### config.mk
export PLATFORM = sky130hd
export DESIGN_NAME = heart_rate_outlier_detector
export DESIGN_NICKNAME = d
export VERILOG_FILES = /design/src/design/hrod_pkg.sv /design/src/design/hrod_ctrl.sv /design/src/design/hrod_datapath.sv /design/src/design/heart_rate_outlier_detector.sv
export SDC_FILE = /design/constraint.sdc
export NUM_CORES = 2
export LEC_CHECK = 0
export ABC_AREA = 1
export BUFFER_PORTS_ARGS = -buffer_cell sky130_fd_sc_hd__clkbuf_2
export CORE_MARGIN = 4
export CORE_UTILIZATION = 40
export DETAILED_ROUTE_END_ITERATION = 10
export PLACE_DENSITY = 0.53
export SLEW_MARGIN = 20
export SYNTH_ARGS = -nofsm -noshare
export SYNTH_HDL_FRONTEND = slang
export SYNTH_SLANG_ARGS = --single-unit
### constraint.sdc
create_clock -name clk -period 6.2 [get_ports clk]
set_input_delay 1.24 -clock clk [delete_from_list [all_inputs] [get_ports clk]]
set_output_delay 1.24 -clock clk [all_outputs]
set_load 0.01 [all_outputs]
### src/design/hrod_pkg.sv
// Shared types and constants for the heart-rate outlier detector.
// No dependencies; imported by the controller, the datapath and the top level.
`default_nettype none

package hrod_pkg;

  // Sliding window depth.
  localparam int WINDOW = 50;

  // Field widths of the item and result.
  localparam int HR_W       = 8;
  localparam int OX_W       = 7;
  localparam int K_W        = 4;
  localparam int CNT_OUT_W  = 6;
  localparam int SUM_OUT_W  = 14;
  localparam int SQ_OUT_W   = 22;

  // Stream payload widths, padded to whole bytes.
  localparam int IN_BITS    = HR_W + OX_W;
  localparam int IN_DATA_W  = ((IN_BITS + 7) / 8) * 8;
  localparam int OUT_BITS   = 2 + CNT_OUT_W + SUM_OUT_W + SQ_OUT_W;
  localparam int OUT_DATA_W = ((OUT_BITS + 7) / 8) * 8;

  // Configuration port.
  localparam int CFG_IDX_W  = 2;
  localparam int CFG_DATA_W = 8;
  localparam logic [CFG_IDX_W-1:0] REG_MIN_HR = 2'd0;
  localparam logic [CFG_IDX_W-1:0] REG_MIN_OX = 2'd1;
  localparam logic [CFG_IDX_W-1:0] REG_KSQ    = 2'd2;
  localparam logic [HR_W-1:0] MIN_HR_RST = 8'd20;
  localparam logic [OX_W-1:0] MIN_OX_RST = 7'd50;
  localparam logic [K_W-1:0]  KSQ_RST    = 4'd2 * 4'd2;

  // Internal widths derived from the window depth.
  localparam int POS_W  = (WINDOW > 1) ? $clog2(WINDOW) : 1;
  localparam int CNT_W  = $clog2(WINDOW + 1);
  localparam int SUM_W  = $clog2(WINDOW * 255 + 1);
  localparam int SQ_W   = $clog2(WINDOW * 65025 + 1);
  localparam int HSQ_W  = 2 * HR_W;
  localparam int NH_W   = CNT_W + HR_W;
  localparam int NQ_W   = CNT_W + SQ_W;
  localparam int S2_W   = 2 * SUM_W;
  localparam int SPR_W  = (NQ_W > S2_W) ? NQ_W : S2_W;
  localparam int DD_W   = 2 * NH_W;
  localparam int KS_W   = SPR_W + K_W;
  localparam int TST_W  = (DD_W > KS_W) ? DD_W : KS_W;

  // Controller to datapath commands.
  typedef struct packed {
    logic load;      // item accepted: latch fields, read oldest ring entry
    logic upd;       // update ring, sums, count, write position
    logic mul;       // n*hr, n*Q, S*S
    logic diff;      // |n*hr - S|, spread
    logic sq;        // d*d, k^2*spread
    logic out_load;  // load result register
  } hrod_cmd_t;

  // Datapath to controller status.
  typedef struct packed {
    logic sample_ok; // incoming item passes both thresholds
  } hrod_status_t;

endpackage

`default_nettype wire

### src/design/hrod_ctrl.sv
// Sequencer for the outlier detector: accept, update, multiply, compare, deliver.
// Depends on hrod_pkg for the command and status structs.
`default_nettype none

module hrod_ctrl
  import hrod_pkg::*;
(
  input  wire logic         clk,
  input  wire logic         rst,
  input  wire logic         s_tvalid,
  output logic              s_tready,
  output logic              m_tvalid,
  input  wire logic         m_tready,
  input  wire hrod_status_t status,
  output hrod_cmd_t         cmd
);

  typedef enum logic [2:0] {
    ST_IDLE,
    ST_UPD,
    ST_MUL,
    ST_DIFF,
    ST_SQ,
    ST_FIN
  } state_t;

  state_t state;
  logic   out_free;

  assign s_tready = (state == ST_IDLE);
  assign out_free = !m_tvalid || m_tready;

  always_comb begin
    cmd          = '0;
    cmd.load     = (state == ST_IDLE) && s_tvalid;
    cmd.upd      = (state == ST_UPD);
    cmd.mul      = (state == ST_MUL);
    cmd.diff     = (state == ST_DIFF);
    cmd.sq       = (state == ST_SQ);
    cmd.out_load = (state == ST_FIN) && out_free;
  end

  always_ff @(posedge clk) begin
    if (rst) begin
      state    <= ST_IDLE;
      m_tvalid <= 1'b0;
    end else begin
      if (cmd.out_load) begin
        m_tvalid <= 1'b1;
      end else if (m_tready) begin
        m_tvalid <= 1'b0;
      end
      case (state)
        ST_IDLE: begin
          if (s_tvalid) begin
            // rejected samples skip straight to delivery
            state <= status.sample_ok ? ST_UPD : ST_FIN;
          end
        end
        ST_UPD:  state <= ST_MUL;
        ST_MUL:  state <= ST_DIFF;
        ST_DIFF: state <= ST_SQ;
        ST_SQ:   state <= ST_FIN;
        ST_FIN: begin
          if (out_free) begin
            state <= ST_IDLE;
          end
        end
        default: state <= ST_IDLE;
      endcase
    end
  end

endmodule

`default_nettype wire

### src/design/hrod_datapath.sv
// Datapath: config registers, sample ring memory, running sums and the
// exact-integer z-score test. Depends on hrod_pkg; driven by hrod_ctrl.
`default_nettype none

module hrod_datapath
  import hrod_pkg::*;
(
  input  wire logic                  clk,
  input  wire logic                  rst,
  input  wire logic                  cfg_we,
  input  wire logic [CFG_IDX_W-1:0]  cfg_index,
  input  wire logic [CFG_DATA_W-1:0] cfg_data,
  input  wire logic [HR_W-1:0]       heart_rate,
  input  wire logic [OX_W-1:0]       spo2,
  input  wire hrod_cmd_t             cmd,
  output hrod_status_t               status,
  output logic                       present,
  output logic                       abnormal,
  output logic [CNT_OUT_W-1:0]       window_count,
  output logic [SUM_OUT_W-1:0]       window_sum,
  output logic [SQ_OUT_W-1:0]        window_sum_squares
);

  logic [HR_W-1:0]  min_hr;
  logic [OX_W-1:0]  min_ox;
  logic [K_W-1:0]   ksq;

  logic [HR_W-1:0]  ring [WINDOW];
  logic [HR_W-1:0]  old_rd;

  logic [POS_W-1:0] wpos;
  logic [CNT_W-1:0] fill;
  logic [SUM_W-1:0] sum;
  logic [SQ_W-1:0]  sumsq;

  logic [HR_W-1:0]  hr_q;
  logic             ok_q;

  logic [NH_W-1:0]  nh;
  logic [NQ_W-1:0]  nq;
  logic [S2_W-1:0]  s2;
  logic [NH_W-1:0]  diff_abs;
  logic [SPR_W-1:0] spread;
  logic [DD_W-1:0]  dd;
  logic [KS_W-1:0]  ks;

  logic             full;
  logic [HR_W-1:0]  old_val;
  logic [HSQ_W-1:0] old_sq;
  logic [HSQ_W-1:0] hr_sq;
  logic [NH_W-1:0]  sum_ext;
  logic [SPR_W-1:0] nq_ext;
  logic [SPR_W-1:0] s2_ext;

  assign status.sample_ok = (heart_rate > min_hr) && (spo2 > min_ox);

  // Config registers
  always_ff @(posedge clk) begin
    if (rst) begin
      min_hr <= MIN_HR_RST;
      min_ox <= MIN_OX_RST;
      ksq    <= KSQ_RST;
    end else if (cfg_we) begin
      case (cfg_index)
        REG_MIN_HR: min_hr <= cfg_data[HR_W-1:0];
        REG_MIN_OX: min_ox <= cfg_data[OX_W-1:0];
        REG_KSQ:    ksq    <= cfg_data[K_W-1:0];
        default: ;
      endcase
    end
  end

  // Ring memory: read oldest on accept, overwrite it on update
  always_ff @(posedge clk) begin
    if (cmd.load) begin
      old_rd <= ring[wpos];
    end
    if (cmd.upd) begin
      ring[wpos] <= hr_q;
    end
  end

  always_ff @(posedge clk) begin
    if (cmd.load) begin
      hr_q <= heart_rate;
      ok_q <= status.sample_ok;
    end
  end

  assign full    = (fill == CNT_W'(WINDOW));
  assign old_val = full ? old_rd : '0;
  assign old_sq  = HSQ_W'(old_val) * HSQ_W'(old_val);
  assign hr_sq   = HSQ_W'(hr_q) * HSQ_W'(hr_q);

  always_ff @(posedge clk) begin
    if (rst) begin
      wpos  <= '0;
      fill  <= '0;
      sum   <= '0;
      sumsq <= '0;
    end else if (cmd.upd) begin
      sum   <= sum + SUM_W'(hr_q) - SUM_W'(old_val);
      sumsq <= sumsq + SQ_W'(hr_sq) - SQ_W'(old_sq);
      if (!full) begin
        fill <= fill + CNT_W'(1);
      end
      wpos <= (wpos == POS_W'(WINDOW - 1)) ? '0 : wpos + POS_W'(1);
    end
  end

  // Test: (n*hr - S)^2 > k^2 * max(n*Q - S^2, 0)
  assign sum_ext = NH_W'(sum);
  assign nq_ext  = SPR_W'(nq);
  assign s2_ext  = SPR_W'(s2);

  always_ff @(posedge clk) begin
    if (cmd.mul) begin
      nh <= NH_W'(fill) * NH_W'(hr_q);
      nq <= NQ_W'(fill) * NQ_W'(sumsq);
      s2 <= S2_W'(sum) * S2_W'(sum);
    end
    if (cmd.diff) begin
      diff_abs <= (nh >= sum_ext) ? nh - sum_ext : sum_ext - nh;
      spread   <= (nq_ext > s2_ext) ? nq_ext - s2_ext : '0;
    end
    if (cmd.sq) begin
      dd <= DD_W'(diff_abs) * DD_W'(diff_abs);
      ks <= KS_W'(spread) * KS_W'(ksq);
    end
  end

  // Result register
  always_ff @(posedge clk) begin
    if (cmd.out_load) begin
      present            <= ok_q;
      abnormal           <= ok_q && (TST_W'(dd) > TST_W'(ks));
      window_count       <= CNT_OUT_W'(fill);
      window_sum         <= SUM_OUT_W'(sum);
      window_sum_squares <= SQ_OUT_W'(sumsq);
    end
  end

endmodule

`default_nettype wire

### src/design/heart_rate_outlier_detector.sv
// Heart-rate outlier detector: top level joining controller and datapath.
// Depends on hrod_pkg, hrod_ctrl and hrod_datapath.
//
// Input stream (s_*): one heart-rate / SpO2 item per handshake. A sample whose
// heart rate and SpO2 both exceed their thresholds enters a 50-entry sliding
// window; it is then tested against mean +/- k sigma in exact integers.
// Output stream (m_*): one result item per input item, in order.
// cfg_*: register writes (0 min heart rate, 1 min SpO2, 2 k squared), taken
// at any edge with cfg_we high; write only while no item is in flight.
//
// Flow: a valid sample's result passes through the ring and sum update, three
// parallel multiplies, difference and squaring, then the compare into the
// result register; a rejected sample goes straight to the result register.
// One item is in work at a time and the next can be taken the cycle after the
// result loads, so a new item is not accepted before the previous one's result
// has been loaded by the sequential update/multiply/compare chain.
// The result register lets the next item be accepted while a result still
// waits; if the receiver stalls, the following item parks in its final step
// until the register frees up. Reset empties the window, clears sums and
// restores register defaults; no memory clearing pass is needed.
`default_nettype none

module heart_rate_outlier_detector
  import hrod_pkg::*;
(
  input  wire logic                  clk,
  input  wire logic                  rst,
  input  wire logic                  cfg_we,
  input  wire logic [CFG_IDX_W-1:0]  cfg_index,
  input  wire logic [CFG_DATA_W-1:0] cfg_data,
  input  wire logic                  s_tvalid,
  output logic                       s_tready,
  // [7:0] heart_rate, [14:8] spo2, [15] zero
  input  wire logic [IN_DATA_W-1:0]  s_tdata,
  output logic                       m_tvalid,
  input  wire logic                  m_tready,
  // [0] present, [1] abnormal, [7:2] window_count, [21:8] window_sum,
  // [43:22] window_sum_squares, [47:44] zero
  output logic [OUT_DATA_W-1:0]      m_tdata
);

  hrod_cmd_t             cmd;
  hrod_status_t          status;
  logic                  present;
  logic                  abnormal;
  logic [CNT_OUT_W-1:0]  window_count;
  logic [SUM_OUT_W-1:0]  window_sum;
  logic [SQ_OUT_W-1:0]   window_sum_squares;

  hrod_ctrl u_ctrl (
    .clk      (clk),
    .rst      (rst),
    .s_tvalid (s_tvalid),
    .s_tready (s_tready),
    .m_tvalid (m_tvalid),
    .m_tready (m_tready),
    .status   (status),
    .cmd      (cmd)
  );

  hrod_datapath u_dp (
    .clk                (clk),
    .rst                (rst),
    .cfg_we             (cfg_we),
    .cfg_index          (cfg_index),
    .cfg_data           (cfg_data),
    .heart_rate         (s_tdata[HR_W-1:0]),
    .spo2               (s_tdata[HR_W +: OX_W]),
    .cmd                (cmd),
    .status             (status),
    .present            (present),
    .abnormal           (abnormal),
    .window_count       (window_count),
    .window_sum         (window_sum),
    .window_sum_squares (window_sum_squares)
  );

  assign m_tdata = OUT_DATA_W'({window_sum_squares, window_sum, window_count,
                                abnormal, present});

  // An accepted item blocks the input until its result is built.
  a_one_in_flight: assert property (@(posedge clk) disable iff (rst)
    s_tvalid && s_tready |=> !s_tready)
    else $error("input accepted back to back");

  // Only a valid sample can be flagged.
  a_abn_present: assert property (@(posedge clk) disable iff (rst)
    m_tvalid && abnormal |-> present)
    else $error("abnormal without present");

  // The window never holds more than its depth.
  a_count_bound: assert property (@(posedge clk) disable iff (rst)
    m_tvalid |-> (32'(window_count) <= 32'(WINDOW)))
    else $error("window count beyond depth");

  // A result is loaded only when the output slot is free.
  a_no_overwrite: assert property (@(posedge clk) disable iff (rst)
    m_tvalid && !m_tready |=> m_tvalid && $stable(m_tdata))
    else $error("pending result overwritten");

endmodule

`default_nettype wire

==> qor.csv <==
stage,metric,value,unit
finish,Fillers,14000,
synthesis,sequential cell area fraction in the yosys report,0.355,
finish,Final #Nets,7752,
finish,Layout area overhead,9.70,%
worst_setup_path,worst-path maximum fanout,7,
synthesis,"flops & latches, synth",702,
placement,Post-DP HPWL,120,mm
timing,setup TNS,0,ps
die,CORE AREA,142000,µm²
routing,WL final,157,mm
synthesis,leading post-synthesis cells by cell area,"edfxtp_1 33%, fa_1 17%, nand2_1 13%, ha_1 10%, inv_1 8.8%",
die,die width,387,µm
timing,unrepaired setup endpoints after global routing,no,
grt,met3 Track Usage GR,0.0293,
timing,Max Slew Vio Count,0,
status,outcome,completed,
routing,DRC,0,
clock_network,hold-fix buffers at CTS,0,
synthesis,"Avg Cell Area, Syn",8.61,µm²
placement,I/O Buffers,75,
clock_network,H-tree lvl count,3,
synthesis,asr flop ratio synth,0,
timing,fin crit share,0.925,
grt,largest net degree at the start of global routing,73,
placement,placed cell areas,60200,µm²
die,initial cell density of the core,0.404,
worst_setup_path,worst setup path category,reg2reg,
timing,final setup violation count,0,
clock_network,"Clk pin slew, worst setup/hold paths",60,ps
grt,total grt overflow,0,
routing,via count,42600,
grt,initial antenna violation count,1,
grt,met1 Use GR,0.309,
routing,DRT Pass-1 Iters,6,
synthesis,"EDFF count, synth",631,
timing,Slew HR,0.240,
finish,"Design Area, Final",63000,µm²
finish,register cell area after layout,20400,µm²
worst_setup_path,Worst EP required,6620,ps
grt,Tot GR Track Use,0.210,
placement,GPL Wtd Cong,0.886,
synthesis,Ys Warns,0,
synthesis,Post-synth top cells,"1926 x nand2_1, 1344 x inv_1, 631 x edfxtp_1",
clock_network,Num CTS Buffers,84,
routing,initial DRC count,3103,
routing,Routed Antenna Nets,0,
worst_setup_path,critical path data arrival time,6160,ps
timing,clk_skew,51.2,ps
routing,Vias/cell,4.89,
clock_network,CTS tree,done,
flow_run,max-cap violations,0,
die,Std-Cell Rows,138,
finish,layout cells sized above 1,0.0529,
synthesis,commonest register cell after synthesis,edfxtp_1,
clock_network,clk buf depth,3,
worst_setup_path,CP startpoint kind,register,
timing,Final Hold Vio Count,0,
synthesis,Synth Cell Area,57400,µm²
die,chip height,387,µm
min_path,HP Class,reg2reg,
grt,first-pass GRT wire length,246,mm
timing,Slew @ Worst Pin,1140,ps
die,IO Pins,81,
grt,most used routing layer,met2,
grt,vias in the first global route,42000,
timing,fin crit period,5740,ps
die,DIE AREA,150000,µm²
clock_network,# clock sinks,702,
timing,Hold Slack,456,ps
timing,FMAX,174,MHz
synthesis,most common cell in the netlist,nand2_1,
grt,met2 usage,0.329,
synthesis,Syn Inst Count,6674,
clock_network,later-pin clock latency in the skew report,710,ps
synthesis,Synth area leader,edfxtp_1,
clock_network,Root Buffer,clkbuf_16,
finish,Post-Route Utilization,0.443,
synthesis,Synth cell types,48,
finish,area occupied by multi-input gates,31300,µm²
routing,DR WL/cell,18.0,µm
worst_setup_path,CP endpoint kind,register,
synthesis,post-synth top area share,0.330,
kinds of logic (layout without fill, tap and decap cells):
group | after synthesis | in the layout | synth area share
buffers and inverters | 1524 | 1677 | 0.102
flip-flops | 702 | 702 | 0.355
AND/OR/NAND/NOR | 2720 | 2720 | 0.189
adder cells (fa/ha/maj) | 958 | 958 | 0.274
XOR/XNOR | 153 | 153 | 0.0233
AO/OA/AOI/OAI | 615 | 615 | 0.0572
other | 2 | 7 | 0.000131
worst max-delay path, cell delays in order (launching register included):
cell      delay [ps]
dfxtp_1          620
buf_4            250
nand2_1          100
inv_1            120
fa_1             420
fa_1             510
fa_1             530
inv_1             60
fa_1             490
fa_1             490
inv_1             50
fa_1             440
ha_1             370
nand2_1          140
o21ai_0          370
a21oi_1          160
nor2_1           160
nor2_1            60
nand3b_1          80
nand2_1           50
final timing paths:
path / to / cells past startpoint / start / slack, ps
worst min-delay path: u_dp.min_hr[1]$_SDFFE_PP0P_ / 2 / u_dp.min_hr[1]$_SDFFE_PP0P_ / 460
worst max register to register: u_dp.s2[27]$_DFFE_PP_ / 19 / u_dp.sum[4]$_SDFFE_PP0P_ / 460
worst min register to register: u_dp.min_hr[1]$_SDFFE_PP0P_ / 2 / u_dp.min_hr[1]$_SDFFE_PP0P_ / 460
worst max-delay path: u_dp.s2[27]$_DFFE_PP_ / 19 / u_dp.sum[4]$_SDFFE_PP0P_ / 460
layout make-up:
cell class | instances | share of cell area
inverter | 1353 | 0.0806
sequential | 702 | 0.323
multi-input combinational | 4451 | 0.497
timing repair buffer | 171 | 0.0174
clock buffer | 92 | 0.0338
tap | 1890 | 0.0375
antenna | 2 | 0.0000794
clock inverter | 61 | 0.00979
flip-flops by register name, indices dropped and copies added, names as in the netlist, 8 cells and up:
register	count
u_dp.dd	27
u_dp.diff_abs	14
u_dp.hr_q	8
u_dp.ks	32
u_dp.min_hr	8
u_dp.nh	14
u_dp.nq	28
u_dp.old_rd	8
u_dp.ring	400
u_dp.s2	27
u_dp.spread	28
u_dp.sum	14
u_dp.sumsq	22
u_dp.window_sum	14
u_dp.window_sum_squares	22
what timing repair did:
action,4_1_cts,5_1_grt
buffers inserted,0,1
resized for setup,0,11
setup endpoints to repair,0,13
metrics by stage:
stage          instances  setup slack, ps
3_3_place_gp        8566              237
3_5_place_dp        8566              288
2_1_floorplan       6677              525
5_1_grt             8720             39.9
4_1_cts             8719              253
6_report            8722              463
per-layer routing:
layer	wire length [µm]	share of wire
met1	74700	0.48
met2	70300	0.45
met3	9210	0.059
met4	2750	0.017
met5	0	0
placed cells by master, fill, tap and decap left out, types with 48 or more instances in the layout:
cell,instances
nand2_1,1925
inv_1,1343
edfxtp_1,631
fa_1,497
ha_1,458
nor2_1,418
a21oi_1,352
nand3_1,197
o21ai_0,174
xor2_1,128
buf_4,96
clkbuf_16,84
clkbuf_2,75
dfxtp_1,67
nor3_1,52
nand4_1,48
Power is not shown: default switching activity piles up to over one toggle a cycle in this logic, so the estimate is an artifact.
